===== src/design/assert_macros.svh =====
// Assertion macros shared by the RTL files of the stick mapping block.
// Each macro samples on clock and is switched off while reset is high.
`ifndef ASSERT_MACROS_SVH
`define ASSERT_MACROS_SVH

`ifndef NO_ASSERTIONS

// prop must hold at every clock edge outside reset
`define ASSERT_ALWAYS(label, prop) \
   label: assert property (@(posedge clock) disable iff (reset) (prop)) \
      else $error("assertion failed: %m");

// cond must never be true at a clock edge outside reset
`define ASSERT_NEVER(label, cond) \
   label: assert property (@(posedge clock) disable iff (reset) !(cond)) \
      else $error("assertion failed: %m");

`else

`define ASSERT_ALWAYS(label, prop)
`define ASSERT_NEVER(label, cond)

`endif

`endif


===== src/design/scsm_pkg.sv =====
// Shared constants and types of the stick centre-split mapping block.
// Used by scsm_div and stick_center_split_map_unit; depends on nothing.
package scsm_pkg;

   localparam int SAMPLE_BITS  = 12;
   localparam int OUT_BITS     = 8;
   // 127 = 2^MUL_SHIFT - 1, the span of each output half
   localparam int MUL_SHIFT    = 7;
   localparam int NUM_BITS     = SAMPLE_BITS + MUL_SHIFT;
   localparam int DIFF_BITS    = SAMPLE_BITS + 1;
   localparam int CSR_IDX_BITS = 4;

   localparam logic [SAMPLE_BITS-1:0] CAL_MIN_RST    = '0;
   localparam logic [SAMPLE_BITS-1:0] CAL_MAX_RST    = SAMPLE_BITS'(4095);
   localparam logic [SAMPLE_BITS-1:0] CAL_CENTER_RST = SAMPLE_BITS'(2048);

   localparam logic [CSR_IDX_BITS-1:0] CSR_CAL_MIN    = CSR_IDX_BITS'(0);
   localparam logic [CSR_IDX_BITS-1:0] CSR_CAL_MAX    = CSR_IDX_BITS'(1);
   localparam logic [CSR_IDX_BITS-1:0] CSR_CAL_CENTER = CSR_IDX_BITS'(2);
   localparam logic [CSR_IDX_BITS-1:0] CSR_REVERSE    = CSR_IDX_BITS'(3);

   // per-item flags that travel alongside the divider
   typedef struct packed {
      logic upper;   // sample at or above centre: base 128
      logic neg;     // quotient is negative
      logic zero;    // segment span is zero: quotient forced to 0
      logic rev;     // invert the final value
   } side_type;

endpackage


===== src/design/scsm_div.sv =====
// Pipelined restoring divider, one quotient bit per register stage.
// Depends on scsm_pkg for widths and the side_type flag bundle.
module scsm_div import scsm_pkg::*; (
   input  logic                   clock,
   input  logic                   reset,
   input  logic                   in_valid,
   input  logic [NUM_BITS-1:0]    in_num,
   input  logic [SAMPLE_BITS-1:0] in_den,
   input  side_type               in_side,
   output logic                   out_valid,
   output logic [NUM_BITS-1:0]    out_quot,
   output side_type               out_side
);

   logic                   valid_ff [NUM_BITS];
   logic [SAMPLE_BITS-1:0] rem_ff   [NUM_BITS];
   logic [SAMPLE_BITS-1:0] den_ff   [NUM_BITS];
   logic [NUM_BITS-1:0]    nq_ff    [NUM_BITS];
   side_type               side_ff  [NUM_BITS];

   logic                   valid_in [NUM_BITS];
   logic [SAMPLE_BITS-1:0] rem_in   [NUM_BITS];
   logic [SAMPLE_BITS-1:0] den_in   [NUM_BITS];
   logic [NUM_BITS-1:0]    nq_in    [NUM_BITS];
   side_type               side_in  [NUM_BITS];

   // nq holds the numerator bits still to come in its top end and the
   // quotient bits found so far in its bottom end
   always_comb begin
      logic                   src_valid;
      logic [SAMPLE_BITS-1:0] src_rem;
      logic [SAMPLE_BITS-1:0] src_den;
      logic [NUM_BITS-1:0]    src_nq;
      side_type               src_side;
      logic [SAMPLE_BITS:0]   trial;
      logic [SAMPLE_BITS:0]   sub;
      logic                   ge;
      for (int i = 0; i < NUM_BITS; i++) begin
         if (i == 0) begin
            src_valid = in_valid;
            src_rem   = '0;
            src_den   = in_den;
            src_nq    = in_num;
            src_side  = in_side;
         end else begin
            src_valid = valid_ff[i-1];
            src_rem   = rem_ff[i-1];
            src_den   = den_ff[i-1];
            src_nq    = nq_ff[i-1];
            src_side  = side_ff[i-1];
         end
         trial       = {src_rem, src_nq[NUM_BITS-1]};
         sub         = trial - {1'b0, src_den};
         ge          = (trial >= {1'b0, src_den});
         valid_in[i] = src_valid;
         rem_in[i]   = ge ? sub[SAMPLE_BITS-1:0] : trial[SAMPLE_BITS-1:0];
         den_in[i]   = src_den;
         nq_in[i]    = {src_nq[NUM_BITS-2:0], ge};
         side_in[i]  = src_side;
      end
   end

   always_ff @(posedge clock) begin
      for (int i = 0; i < NUM_BITS; i++) begin
         if (reset) begin
            valid_ff[i] <= 1'b0;
         end else begin
            valid_ff[i] <= valid_in[i];
         end
      end
   end

   always_ff @(posedge clock) begin
      for (int i = 0; i < NUM_BITS; i++) begin
         rem_ff[i]  <= rem_in[i];
         den_ff[i]  <= den_in[i];
         nq_ff[i]   <= nq_in[i];
         side_ff[i] <= side_in[i];
      end
   end

   assign out_valid = valid_ff[NUM_BITS-1];
   assign out_quot  = nq_ff[NUM_BITS-1];
   assign out_side  = side_ff[NUM_BITS-1];

endmodule


===== src/design/stick_center_split_map_unit.sv =====
// Stick centre-split mapping block, top level.
// Depends on scsm_pkg, scsm_div and assert_macros.svh.
//
// Maps one raw stick sample to an 8-bit channel value. Pulse req_start
// with req_sample; the item is taken at a clock edge with req_start high
// and busy low. busy is high only while reset is high, so a new item may
// enter in every cycle.
// Each item passes through a clamp stage, a segment stage, a times-127
// stage, NUM_BITS divider stages that each find one quotient bit, and
// the output register. Throughput is one item per cycle.
// rsp_valid marks rsp_channel_value for exactly one cycle; the receiver
// cannot stall the block and none is needed, as the pipeline never holds.
// Calibration registers are written through csr_valid/csr_index/csr_wdata
// (csr_ready always high); the user must do so only while no item is in
// flight; the block does not enforce it. Unknown indexes are dropped. Reset
// clears the pipeline and loads min 0, max 4095, centre 2048, reverse off.
`include "assert_macros.svh"

module stick_center_split_map_unit import scsm_pkg::*; (
   input  logic                    clock,
   input  logic                    reset,
   input  logic                    req_start,
   input  logic [SAMPLE_BITS-1:0]  req_sample,
   output logic                    busy,
   output logic                    rsp_valid,
   output logic [OUT_BITS-1:0]     rsp_channel_value,
   input  logic                    csr_valid,
   output logic                    csr_ready,
   input  logic [CSR_IDX_BITS-1:0] csr_index,
   input  logic [SAMPLE_BITS-1:0]  csr_wdata
);

   logic [SAMPLE_BITS-1:0] cal_min_ff;
   logic [SAMPLE_BITS-1:0] cal_max_ff;
   logic [SAMPLE_BITS-1:0] cal_center_ff;
   logic                   reverse_ff;

   logic                   s1_valid_ff;
   logic [SAMPLE_BITS-1:0] s1_data_ff;
   logic [SAMPLE_BITS-1:0] s1_data_in;

   logic                   s2_valid_ff;
   logic [SAMPLE_BITS-1:0] s2_mag_ff;
   logic [SAMPLE_BITS-1:0] s2_den_ff;
   side_type               s2_side_ff;
   logic [SAMPLE_BITS-1:0] s2_mag_in;
   logic [SAMPLE_BITS-1:0] s2_den_in;
   side_type               s2_side_in;

   logic                   s3_valid_ff;
   logic [NUM_BITS-1:0]    s3_num_ff;
   logic [SAMPLE_BITS-1:0] s3_den_ff;
   side_type               s3_side_ff;

   logic                   div_valid;
   logic [NUM_BITS-1:0]    div_quot;
   side_type               div_side;

   logic                   rsp_valid_ff;
   logic [OUT_BITS-1:0]    rsp_value_ff;
   logic [OUT_BITS-1:0]    rsp_value_in;

   logic                   accept;

   assign busy      = reset;
   assign csr_ready = 1'b1;
   assign accept    = req_start && !busy;

   always_ff @(posedge clock) begin
      if (reset) begin
         cal_min_ff    <= CAL_MIN_RST;
         cal_max_ff    <= CAL_MAX_RST;
         cal_center_ff <= CAL_CENTER_RST;
         reverse_ff    <= 1'b0;
      end else if (csr_valid && csr_ready) begin
         unique case (csr_index)
            CSR_CAL_MIN:    cal_min_ff    <= csr_wdata;
            CSR_CAL_MAX:    cal_max_ff    <= csr_wdata;
            CSR_CAL_CENTER: cal_center_ff <= csr_wdata;
            CSR_REVERSE:    reverse_ff    <= csr_wdata[0];
            default: ;
         endcase
      end
   end

   // clamp: the lower bound wins over the upper one
   always_comb begin
      if (req_sample < cal_min_ff) begin
         s1_data_in = cal_min_ff;
      end else if (req_sample > cal_max_ff) begin
         s1_data_in = cal_max_ff;
      end else begin
         s1_data_in = req_sample;
      end
   end

   // pick the segment and split both differences into sign and magnitude
   always_comb begin
      logic                        upper;
      logic [SAMPLE_BITS-1:0]      lo;
      logic [SAMPLE_BITS-1:0]      hi;
      logic signed [DIFF_BITS-1:0] diff;
      logic signed [DIFF_BITS-1:0] den;
      logic [DIFF_BITS-1:0]        diff_abs;
      logic [DIFF_BITS-1:0]        den_abs;
      upper    = (s1_data_ff >= cal_center_ff);
      lo       = upper ? cal_center_ff : cal_min_ff;
      hi       = upper ? cal_max_ff : cal_center_ff;
      diff     = $signed({1'b0, s1_data_ff}) - $signed({1'b0, lo});
      den      = $signed({1'b0, hi}) - $signed({1'b0, lo});
      diff_abs = diff[DIFF_BITS-1] ? DIFF_BITS'(-diff) : DIFF_BITS'(diff);
      den_abs  = den[DIFF_BITS-1] ? DIFF_BITS'(-den) : DIFF_BITS'(den);
      s2_mag_in        = diff_abs[SAMPLE_BITS-1:0];
      s2_den_in        = den_abs[SAMPLE_BITS-1:0];
      s2_side_in.upper = upper;
      s2_side_in.neg   = diff[DIFF_BITS-1] ^ den[DIFF_BITS-1];
      s2_side_in.zero  = (den == '0);
      s2_side_in.rev   = reverse_ff;
   end

   always_ff @(posedge clock) begin
      if (reset) begin
         s1_valid_ff <= 1'b0;
         s2_valid_ff <= 1'b0;
         s3_valid_ff <= 1'b0;
      end else begin
         s1_valid_ff <= accept;
         s2_valid_ff <= s1_valid_ff;
         s3_valid_ff <= s2_valid_ff;
      end
   end

   always_ff @(posedge clock) begin
      s1_data_ff <= s1_data_in;
      s2_mag_ff  <= s2_mag_in;
      s2_den_ff  <= s2_den_in;
      s2_side_ff <= s2_side_in;
      // times 127 as shift and subtract
      s3_num_ff  <= {s2_mag_ff, MUL_SHIFT'(0)} - NUM_BITS'(s2_mag_ff);
      s3_den_ff  <= s2_den_ff;
      s3_side_ff <= s2_side_ff;
   end

   scsm_div u_div (
      .clock     (clock),
      .reset     (reset),
      .in_valid  (s3_valid_ff),
      .in_num    (s3_num_ff),
      .in_den    (s3_den_ff),
      .in_side   (s3_side_ff),
      .out_valid (div_valid),
      .out_quot  (div_quot),
      .out_side  (div_side)
   );

   // only the low byte of the quotient survives the wrap
   always_comb begin
      logic [OUT_BITS-1:0] q;
      logic [OUT_BITS-1:0] mapped;
      q = div_quot[OUT_BITS-1:0];
      if (div_side.zero) begin
         q = '0;
      end else if (div_side.neg) begin
         q = OUT_BITS'(-q);
      end
      mapped       = {div_side.upper, (OUT_BITS-1)'(0)} + q;
      rsp_value_in = div_side.rev ? ~mapped : mapped;
   end

   always_ff @(posedge clock) begin
      if (reset) begin
         rsp_valid_ff <= 1'b0;
      end else begin
         rsp_valid_ff <= div_valid;
      end
   end

   always_ff @(posedge clock) begin
      rsp_value_ff <= rsp_value_in;
   end

   assign rsp_valid         = rsp_valid_ff;
   assign rsp_channel_value = rsp_value_ff;

   // an inverted range may clamp to a maximum below the minimum
   `ASSERT_NEVER(a_clamp_floor, s1_valid_ff && (cal_min_ff <= cal_max_ff) && (s1_data_ff < cal_min_ff))
   `ASSERT_ALWAYS(a_rsp_follows_div, rsp_valid_ff == $past(div_valid))
   `ASSERT_ALWAYS(a_zero_span_value, (rsp_valid_ff && $past(div_side.zero)) |-> (rsp_value_ff == 8'd0 || rsp_value_ff == 8'd127 || rsp_value_ff == 8'd128 || rsp_value_ff == 8'd255))
   `ASSERT_ALWAYS(a_zero_span_half, (rsp_valid_ff && $past(div_side.zero) && !$past(div_side.rev)) |-> (rsp_value_ff[OUT_BITS-1] == $past(div_side.upper)))

endmodule


===== config.mk =====
export PLATFORM = sky130hd
export DESIGN_NAME = stick_center_split_map_unit
export DESIGN_NICKNAME = d
export VERILOG_FILES = /design/src/design/scsm_pkg.sv /design/src/design/scsm_div.sv /design/src/design/stick_center_split_map_unit.sv
export VERILOG_INCLUDE_DIRS = /design/src /design/src/design
export SDC_FILE = /design/constraint.sdc
export NUM_CORES = 1
export LEC_CHECK = 0
export CORE_UTILIZATION = 40
export CTS_CLUSTER_DIAMETER = 100
export DETAILED_ROUTE_END_ITERATION = 16
export DONT_BUFFER_PORTS = 1
export SLEW_MARGIN = 20
export SYNTH_ARGS = -nofsm -noshare
export SYNTH_HDL_FRONTEND = slang
export SYNTH_SLANG_ARGS = --single-unit
export TNS_END_PERCENT = 1

===== constraint.sdc =====
create_clock -name clock -period 5.4 [get_ports clock]
set_clock_uncertainty 0.05 [all_clocks]
set_input_delay 0.81 -clock clock [delete_from_list [all_inputs] [get_ports clock]]
set_output_delay 0.81 -clock clock [all_outputs]
set_load 0.01 [all_outputs]

# After elaboration in Yosys (flattened, before gate mapping)
# Memories as Yosys holds them, arrays and structs flattened. A register that Yosys moved wholly into a read port is not among the register bits.
# Cells that the tools add are included.
dict set report word_totals {
  ram_bits 912
  inputBits 32
  register_bits 123
  output_inout_bits 11
  mem_count 5
  wordCells 156
}
# name words word_bits read_ports rd_clocked_by_memory_dff wr line
set mem_list {}
lappend mem_list {u_div.nq_ff 19 19 19 0 19 scsm_div.sv:18} ;# logic [NUM_BITS-1:0] nq_ff [NUM_BITS];
lappend mem_list {u_div.den_ff 19 12 18 0 19 scsm_div.sv:17} ;# logic [SAMPLE_BITS-1:0] den_ff [NUM_BITS];
lappend mem_list {u_div.rem_ff 19 12 18 0 19 scsm_div.sv:16} ;# logic [SAMPLE_BITS-1:0] rem_ff [NUM_BITS];
lappend mem_list {u_div.side_ff 19 4 19 0 19 scsm_div.sv:19} ;# side_type side_ff [NUM_BITS];
lappend mem_list {u_div.valid_ff 19 1 19 1 19 scsm_div.sv:15} ;# logic valid_ff [NUM_BITS];
dict set report op_classes {
  add_sub_neg 26
  n_lt_le_gt_ge 22
  bitwise 21
  eq_ne 3
  n_mux 50
  n_reduce_logical 8
}
# operator count
set op_table {}
lappend op_table {{12-bit two-way mux} 25}
lappend op_table {{13-bit by 12-bit greater-or-equal comparator with 1-bit output} 18}
lappend op_table {{12-bit subtractor} 18}
lappend op_table {{12-bit by 12-bit subtractor with 13-bit output} 2}
lappend op_table {{8-bit two-way mux} 3}
lappend op_table {{12-bit negator} 2}
lappend op_table {{1-bit two-way mux} 22}
lappend op_table {{1-bit OR} 19}
lappend op_table {{19-bit by 12-bit subtractor with 19-bit output} 1}
lappend op_table {{13-bit zero test} 1}
lappend op_table {{1-bit by 12-bit greater-or-equal comparator with 1-bit output} 1}
lappend op_table {{12-bit greater-or-equal comparator} 1}
lappend op_table {{12-bit > comparator} 1}
lappend op_table {{12-bit less-than comparator} 1}
lappend op_table {{1-bit by 12-bit subtractor with 12-bit output} 1}
lappend op_table {{8-bit adder} 1}
lappend op_table {{4-bit by 2-bit equality test with 1-bit output, second input constant} 2}
lappend op_table {{8-bit negator} 1}
lappend op_table {{8-bit inverter} 1}
lappend op_table {{2-bit AND reduction} 4}
lappend op_table {{4-bit by 1-bit equality test with 1-bit output, second input constant} 1}
lappend op_table {{4-bit zero test} 1}
lappend op_table {{1-bit logical AND} 1}
lappend op_table {{1-bit zero test} 1}
lappend op_table {{1-bit bitwise XOR} 1}

# Longest topological paths before layout
# Gate-level depths: netlist (run 1).
# An unclocked memory read counts as a cell.
dict set report depth {
  ltp_word 7
  depth_mapped 27
  ltp_nobuf 23
}

# Hierarchy
# Synthesis (run 1) repeated with hierarchy kept, for this count alone.
dict set report hier_totals {
  cells_unflattened 3482
  area_unflattened_um2 37972.7
}
# mod cells_per_inst area_per_inst_um2 instances
set by_module_without_submodules {}
lappend by_module_without_submodules {scsm_div 2624 30394.2 1}
lappend by_module_without_submodules {stick_center_split_map_unit 858 7578.5 1}

# Worst setup path before layout (run 1)
# OpenSTA, ideal clock, no wires.
dict set report synth_timing {
  path_type {register -> register}
  from {register cal_center_ff[2]}
  to {register s2_mag_ff[11]}
  t_required_ns 5.220
  path_buffers 3
  synth_period_minus_slack_ns 5.081
  path_stages_with_launch 27
  path_slack_ns 0.319
  arrival_ns 4.902
  cell_sequence {dfxtp_1 > buf_2 > inv_1 > ha_1 > a211oi_2 > o21ai_2 > a21o_1 > a21oi_4 > inv_2 > buf_2 > buf_1 > nand2_1 > nand2_1 > ha_1 > inv_1 > ha_1 > nor3b_1 > mux2_1 > a211oi_2 > o311ai_1 > a2bb2oi_2 > a21o_1 > a2111oi_1 > nor4_2 > nand4_1 > o31a_1 > xnor3_1}
}
# element line
set synth_rtl {}
lappend synth_rtl {{start: declaration} stick_center_split_map_unit.sv:35} ;# logic [SAMPLE_BITS-1:0] cal_center_ff;
lappend synth_rtl {{start signal: assignment} stick_center_split_map_unit.sv:79} ;# CSR_CAL_CENTER: cal_center_ff <= csr_wdata;
lappend synth_rtl {{end signal: assignment} stick_center_split_map_unit.sv:135} ;# s2_mag_ff <= s2_mag_in;
lappend synth_rtl {{end: declaration} stick_center_split_map_unit.sv:43} ;# logic [SAMPLE_BITS-1:0] s2_mag_ff;

# Final worst setup path (run 1)
dict set report layout_timing {
  from {register cal_center_ff[2]}
  to {register s2_mag_ff[11]}
}
dict set report layout_via {
  elab_chain_cells 5
}
# element line
set layout_rtl {}
lappend layout_rtl {{12-bit greater-or-equal comparator} stick_center_split_map_unit.sv:106} ;# upper = (s1_data_ff >= cal_center_ff);
lappend layout_rtl {{12-bit two-way mux (*)} stick_center_split_map_unit.sv:107} ;# lo = upper ? cal_center_ff : cal_min_ff;
lappend layout_rtl {{12-bit by 12-bit subtractor with 13-bit output (*)} stick_center_split_map_unit.sv:109} ;# diff = $signed({1'b0, s1_data_ff}) - $signed({1'b0, lo});
lappend layout_rtl {{12-bit negator} stick_center_split_map_unit.sv:111} ;# diff_abs = diff[DIFF_BITS-1] ? DIFF_BITS'(-diff) : DIFF_BITS'(diff);
lappend layout_rtl {{12-bit two-way mux (*)} stick_center_split_map_unit.sv:111}
lappend layout_rtl {{net s2_mag_in[11]} stick_center_split_map_unit.sv:46} ;# logic [SAMPLE_BITS-1:0] s2_mag_in;
# Mark *: on every way through the listed nets, which the timed path passes. The rest lies on a longest branch.
# A chain may end at the register's enable or synchronous reset.

==> results of run 1 <==
kinds of logic after synthesis:
family                   after synthesis  share of synthesized area
AND/OR/NAND/NOR                      712                     0.0982
adder cells (fa/ha/maj)              297                      0.113
multiplexers                         236                     0.0753
buffers and inverters                458                     0.0516
other                                  1                   0.000110
flip-flops                           858                      0.506
AO/OA/AOI/OAI                        565                      0.111
XOR/XNOR                             170                     0.0443
metal layers:
metal  vias up  track usage
li1      11200            -
met5         -            0
met2       309        0.302
met4         0       0.0603
met3       137       0.0269
met1      9886        0.190
critical path, stage by stage (launching register included):
cell	delay (ns)
dfxtp_1	0.46
inv_1	0.10
ha_1	0.33
a211oi_2	0.24
o21ai_2	0.15
a21o_1	0.25
a21oi_4	0.16
inv_2	0.05
nand2_1	0.06
nand2_1	0.07
ha_1	0.22
inv_1	0.08
ha_1	0.21
nor3b_1	0.07
mux2_1	0.31
a211oi_2	0.28
o311ai_1	0.16
a2bb2oi_2	0.36
a21o_1	0.21
a2111oi_1	0.08
nor4_2	0.37
nand4_1	0.17
o31a_1	0.29
xnor3_1	0.32
worst max path at each step:
stage                     startpoint             to  slack, ns  cells after the start
finish              cal_center_ff[2]  s2_mag_ff[11]       0.23                     23
global route        cal_center_ff[5]  s2_mag_ff[11]      0.002                     20
CTS                 cal_center_ff[2]  s2_mag_ff[11]       0.26                     23
detailed placement  cal_center_ff[2]  s2_mag_ff[11]       0.27                     23
global placement    cal_center_ff[2]  s2_mag_ff[11]       0.31                     23
floorplan           cal_center_ff[2]  s2_mag_ff[11]       0.32                     26
flip-flops by register name (all words and copies together), names as in the netlist, 4 cells and up:
register,cells
cal_center_ff,12
cal_max_ff,12
cal_min_ff,12
rsp_channel_value,8
s1_data_ff,12
s2_den_ff,12
s2_mag_ff,12
s2_side_ff,4
s3_den_ff,12
s3_num_ff,19
s3_side_ff,4
u_div.den_ff,216
u_div.nq_ff,207
u_div.rem_ff,216
u_div.side_ff,76
u_div.valid_ff,19
cells in the mapped netlist, types with 3 or more instances:
master     number  area (sq um)
nor4_1          7          43.8
a2111oi_2       3          45.0
o21a_1         23           173
buf_1           4          15.0
clkbuf_1       39           146
o21bai_1       22           165
o21ai_0       134           671
nand2_1       211           792
buf_2          12          60.1
dfxtp_1       858         17200
or3_1           5          31.3
o21ai_2         3          26.3
ha_1          278          3480
xnor2_1       124          1090
a211oi_2        3          37.5
nor3_1         19          95.1
a21o_1         48           360
a2111oi_0       7          61.3
and3_1          4          25.0
mux2_2        154          1730
mux2i_1        80           801
a21oi_1       112           561
buf_4           3          22.5
o21ai_1         3          15.0
fa_1           18           360
nand2b_1       41           257
o211ai_1       26           195
xor2_1         45           394
a211oi_1       39           293
nand3_1        12          60.1
a211o_1         4          35.0
nand4_1        64           400
a21boi_0       62           465
o31a_1          7          61.3
nor2b_1        90           563
o221a_2         5          56.3
nor2_1        236           886
inv_1         398          1490
a31oi_1        16           100
o31ai_1        24           180
and2_1          5          31.3
where the power goes:
group	internal (uW)	total [uW]	switching, uW
clock network	3590	6160	2570
logic	5920	12500	6580
registers	9140	10600	1430
cell type report:
cell class              count  area share
inverters                 399      0.0391
clock inverters            49      0.0175
repair buffers             28     0.00548
flip-flops and latches    858       0.448
clock buffers             108      0.0606
well taps                1134      0.0370
diodes                      1   0.0000653
multi-input cells        1981       0.392
through the flow:
stage          std cells  hold WS, ns
3_5_place_dp        4400        0.262
2_1_floorplan       3297        0.260
6_report            4558        0.180
5_1_grt             4557        0.142
3_3_place_gp        4400        0.260
4_1_cts             4557        0.136
==> results_dict.tcl, run 1 <==
set metrics [dict create \
    cts_setup_buffers 0 \
    placed_area_sq_mm 0.0354 \
    routabilityCongestion 0.855 \
    hpwl_um 54200 \
    initial_core_util 0.405 \
    cts.sinks 858 \
    cts_resized 0 \
    cts_tree "yes" \
    multiInputGateArea_sq_mm 0.0150 \
    grt_pass1_vias 21500 \
    seq_area_sq_mm 0.0172 \
    rr_startpoint "cal_center_ff[2]" \
    drc_errors 0 \
    grt_pass1_wl_um 112000 \
    whs_endpoint "s2_valid_ff" \
    power.density_mw_per_mm2 763 \
    clk_latency_ns 0.65 \
    required_ns 5.87 \
    tns_ns 0 \
    pre_cts_slack_ns 0.269 \
    cap_violations 0 \
    dominantRegCellSynth "dfxtp_1" \
    grt_usage 0.164 \
    syn_nets 3625 \
    power.leakage_uw 0.0172 \
    grt_max_degree 50 \
    die_h_um 293 \
    die-area_sq_mm 0.0861 \
    holdPathStages 1 \
    grt_overflow_total 0 \
    io_buffers 0 \
    synth_area_sq_mm 0.0340 \
    finalCriticalPeriod_ns 5.17 \
    hold_path.class "in -> reg" \
    clk_pin_slew_ns 0.07 \
    ff2ff_path_depth 23 \
    hold_violations 0 \
    hold_path_startpoint "reset" \
    slew_violations 0 \
    synth_seq_area_share 0.506 \
    p_total_uw 29200 \
    worstReg2RegEnd "s2_mag_ff[11]" \
    drtIter0Drc 787 \
    max_slew_margin 0.430 \
    htreeDepth 3 \
    vias 21500 \
    coreArea_sq_mm 0.0838 \
    root_buffer "clkbuf_16" \
    cp_max_fo 8 \
    power.ir.vdd_worst_uv 337 \
    worstMarginPinSlew_ns 0.852 \
    ff2ff_setup_slack_ns 0.23 \
    final_common_cell "dfxtp_1" \
    final_util 0.457 \
    final_cell_mix "dfxtp_1 (858), inv_1 (398), ha_1 (278)" \
    crit_type "reg -> reg" \
    yosys_warnings 0 \
    routedWlPerCell_um 15.5 \
    drive_gt1_frac 0.106 \
    synth.distinct_cells 79 \
    io_pins 43 \
    vias_per_cell 4.72 \
    ys_ff_latch 858 \
    status "finished, final reports clean" \
    synth_edf_count 0 \
    nFillCells 7844 \
    dr.pass1.iters 7 \
    die_w_um 293 \
    cts_hold_buf 0 \
    wl_met1_um 30400 \
    ant_nets 0 \
    critPathCaptureType "flop" \
    synth_cells 3297 \
    rsz0062_at_grt "no" \
    row_count 106 \
    period_share 0.958 \
    avgSynthCellArea_sq_um 10.3 \
    arrival_ns 5.64 \
    top_layer "met4" \
    fmax_ghz 0.193 \
    setup_viol 0 \
    async_reset_ff_frac 0 \
    startpoint_type "flop" \
    drt-total-wl_um 70500 \
    cts_buffer_depth 3 \
    syn2layout_area_growth_pct 12.9 \
    design_area_sq_mm 0.0383 \
    nets 3680 \
    wl_met2_um 35500 \
    antenna_found_initial 0 \
    met3_length_um 2270 \
    cts_buffers 84 \
    finalWorstSetupSlack_ns 0.228 \
]
Power figures use the tool's default switching activity.
==> run 2, diff against run 1 <==
- REMOVE_ABC_BUFFERS: not set -> 1
==> results_dict.tcl, run 2 (synthesis gave the netlist of run 1 again) <==
set metrics [dict create \
    comb_power_share 0.423 \
    period_share 0.924 \
    grt_usage 0.147 \
    power.ir.vdd_worst_uv 288 \
    cts.sinks 858 \
    routabilityCongestion 0.840 \
    vias 21500 \
    cap_violations 0 \
    coreArea_sq_mm 0.0838 \
    p_total_uw 29200 \
    io_pins 43 \
    die-area_sq_mm 0.0861 \
    cts_buffers 86 \
    cts_tree "yes" \
    tns_ns 0 \
    hold_path.class "in -> reg" \
    status "finished, final reports clean" \
    required_ns 5.85 \
    grt_pass1_vias 21000 \
    drc_errors 0 \
    nets 3683 \
    die_w_um 293 \
    grt_overflow_total 0 \
    hold_violations 0 \
    clk_pin_slew_ns 0.07 \
    multiInputGateArea_sq_mm 0.0150 \
    vias_per_cell 4.71 \
    drive_gt1_frac 0.108 \
    ant_nets 0 \
    cts_buffer_depth 3 \
    syn2layout_area_growth_pct 13.3 \
    initial_core_util 0.405 \
    die_h_um 293 \
    fmax_ghz 0.200 \
    p_sw_uw 10200 \
    row_count 106 \
    setup_viol 0 \
    p_int_uw 19000 \
    drtIter0Drc 826 \
    root_buffer "clkbuf_16" \
    worstMarginPinSlew_ns 0.841 \
    n_antenna_cell 0 \
    seq_area_sq_mm 0.0172 \
    seq_power_share 0.357 \
    clk_latency_ns 0.65 \
    arrival_ns 5.44 \
    cp_max_fo 7 \
    final_cell_mix "dfxtp_1 (856), inv_1 (398), ha_1 (278)" \
    finalCriticalPeriod_ns 4.99 \
    slew_violations 0 \
    switching_share 0.350 \
    antenna_found_initial 0 \
    final_common_cell "dfxtp_1" \
    critPathCaptureType "flop" \
    io_buffers 0 \
    rsz0062_at_grt "no" \
    hpwl_um 47600 \
    final_util 0.459 \
    grt_max_degree 50 \
    dr.pass1.iters 5 \
    power.density_mw_per_mm2 758 \
    htreeDepth 3 \
    drt-total-wl_um 63200 \
    crit_type "reg -> reg" \
    max_slew_margin 0.438 \
    nFillCells 7935 \
    routedWlPerCell_um 13.9 \
    grt_pass1_wl_um 104000 \
    startpoint_type "flop" \
    top_regs "u_div.den_ff: 216 flops, u_div.rem_ff: 216 flops, u_div.nq_ff: 207 flops" \
    power.leakage_uw 0.0173 \
    clock_power_share 0.220 \
]
==> run 2: per-stage QoR <==
step / area, sq um / worst slack [ns] / instances / hold WS [ns]
after floorplan: 33700 / 0.160 / 3238 / 0.260
after CTS: 38500 / 0.349 / 4559 / 0.137
after global placement: 35300 / 0.441 / 4400 / 0.260
final: 38500 / 0.410 / 4560 / 0.174
after global routing: 38500 / 0.00988 / 4560 / 0.144
after detailed placement: 35300 / 0.366 / 4400 / 0.262
==> run 2: metal layers <==
| layer | global-route usage | share of wire | vias to the layer above |
|---|---|---|---|
| met5 | 0 | 0 | - |
| met4 | 0.0525 | 0.031 | 0 |
| met3 | 0.0257 | 0.032 | 112 |
| met2 | 0.249 | 0.46 | 270 |
| met1 | 0.187 | 0.47 | 9892 |
| li1 | - | - | 11200 |
==> run 2: cell type report <==
| class | instances | area share |
|---|---|---|
| well taps | 1134 | 0.0369 |
| flip-flops and latches | 858 | 0.446 |
| multi-input cells | 1981 | 0.391 |
| clock inverters | 52 | 0.0202 |
| inverters | 399 | 0.0389 |
| repair buffers | 29 | 0.00566 |
| clock buffers | 107 | 0.0611 |
==> run 2: worst paths after layout <==
path	slack [ns]	cells past startpoint	end	from
setup / recovery	0.41	22	s2_mag_ff[11]	s1_data_ff[2]
hold / removal	0.17	1	cal_center_ff[5]	reset
setup reg to reg	0.41	22	s2_mag_ff[11]	s1_data_ff[2]
hold reg to reg	0.26	0	u_div.nq_ff[7][13]	u_div.nq_ff[6][12]
==> run 2: power groups by stage <==
stage / clock, uW / combinational [uW] / sequential, uW
after global placement: 0 / 12200 / 10600
after floorplan: 0 / 9910 / 10000
after global routing: 6880 / 14000 / 10700
after detailed placement: 0 / 12300 / 10600
after CTS: 6610 / 12400 / 10500
final: 6410 / 12300 / 10400
==> run 2: critical path, cell delays in order, from the launching register on <==
cell and delay (ns):
dfxtp_1 0.47, ha_1 0.31, a211oi_2 0.24, o21ai_2 0.15
a21o_1 0.25, a21oi_4 0.15, inv_2 0.05, nand2_1 0.07
nand2_1 0.07, ha_1 0.24, inv_1 0.09, ha_1 0.20
nor3b_1 0.07, mux2_1 0.30, a211oi_2 0.27, o311ai_1 0.16
a2bb2oi_2 0.31, a21o_1 0.20, a2111oi_1 0.08, nor4_2 0.31
nand4_1 0.17, o31a_1 0.29, xnor3_1 0.33
==> run 2: what timing repair did <==
action,in CTS,in global routing
endpoints found under the setup margin,0,1
gates resized for setup,0,2
hold buffers,0,0
setup buffers,0,1
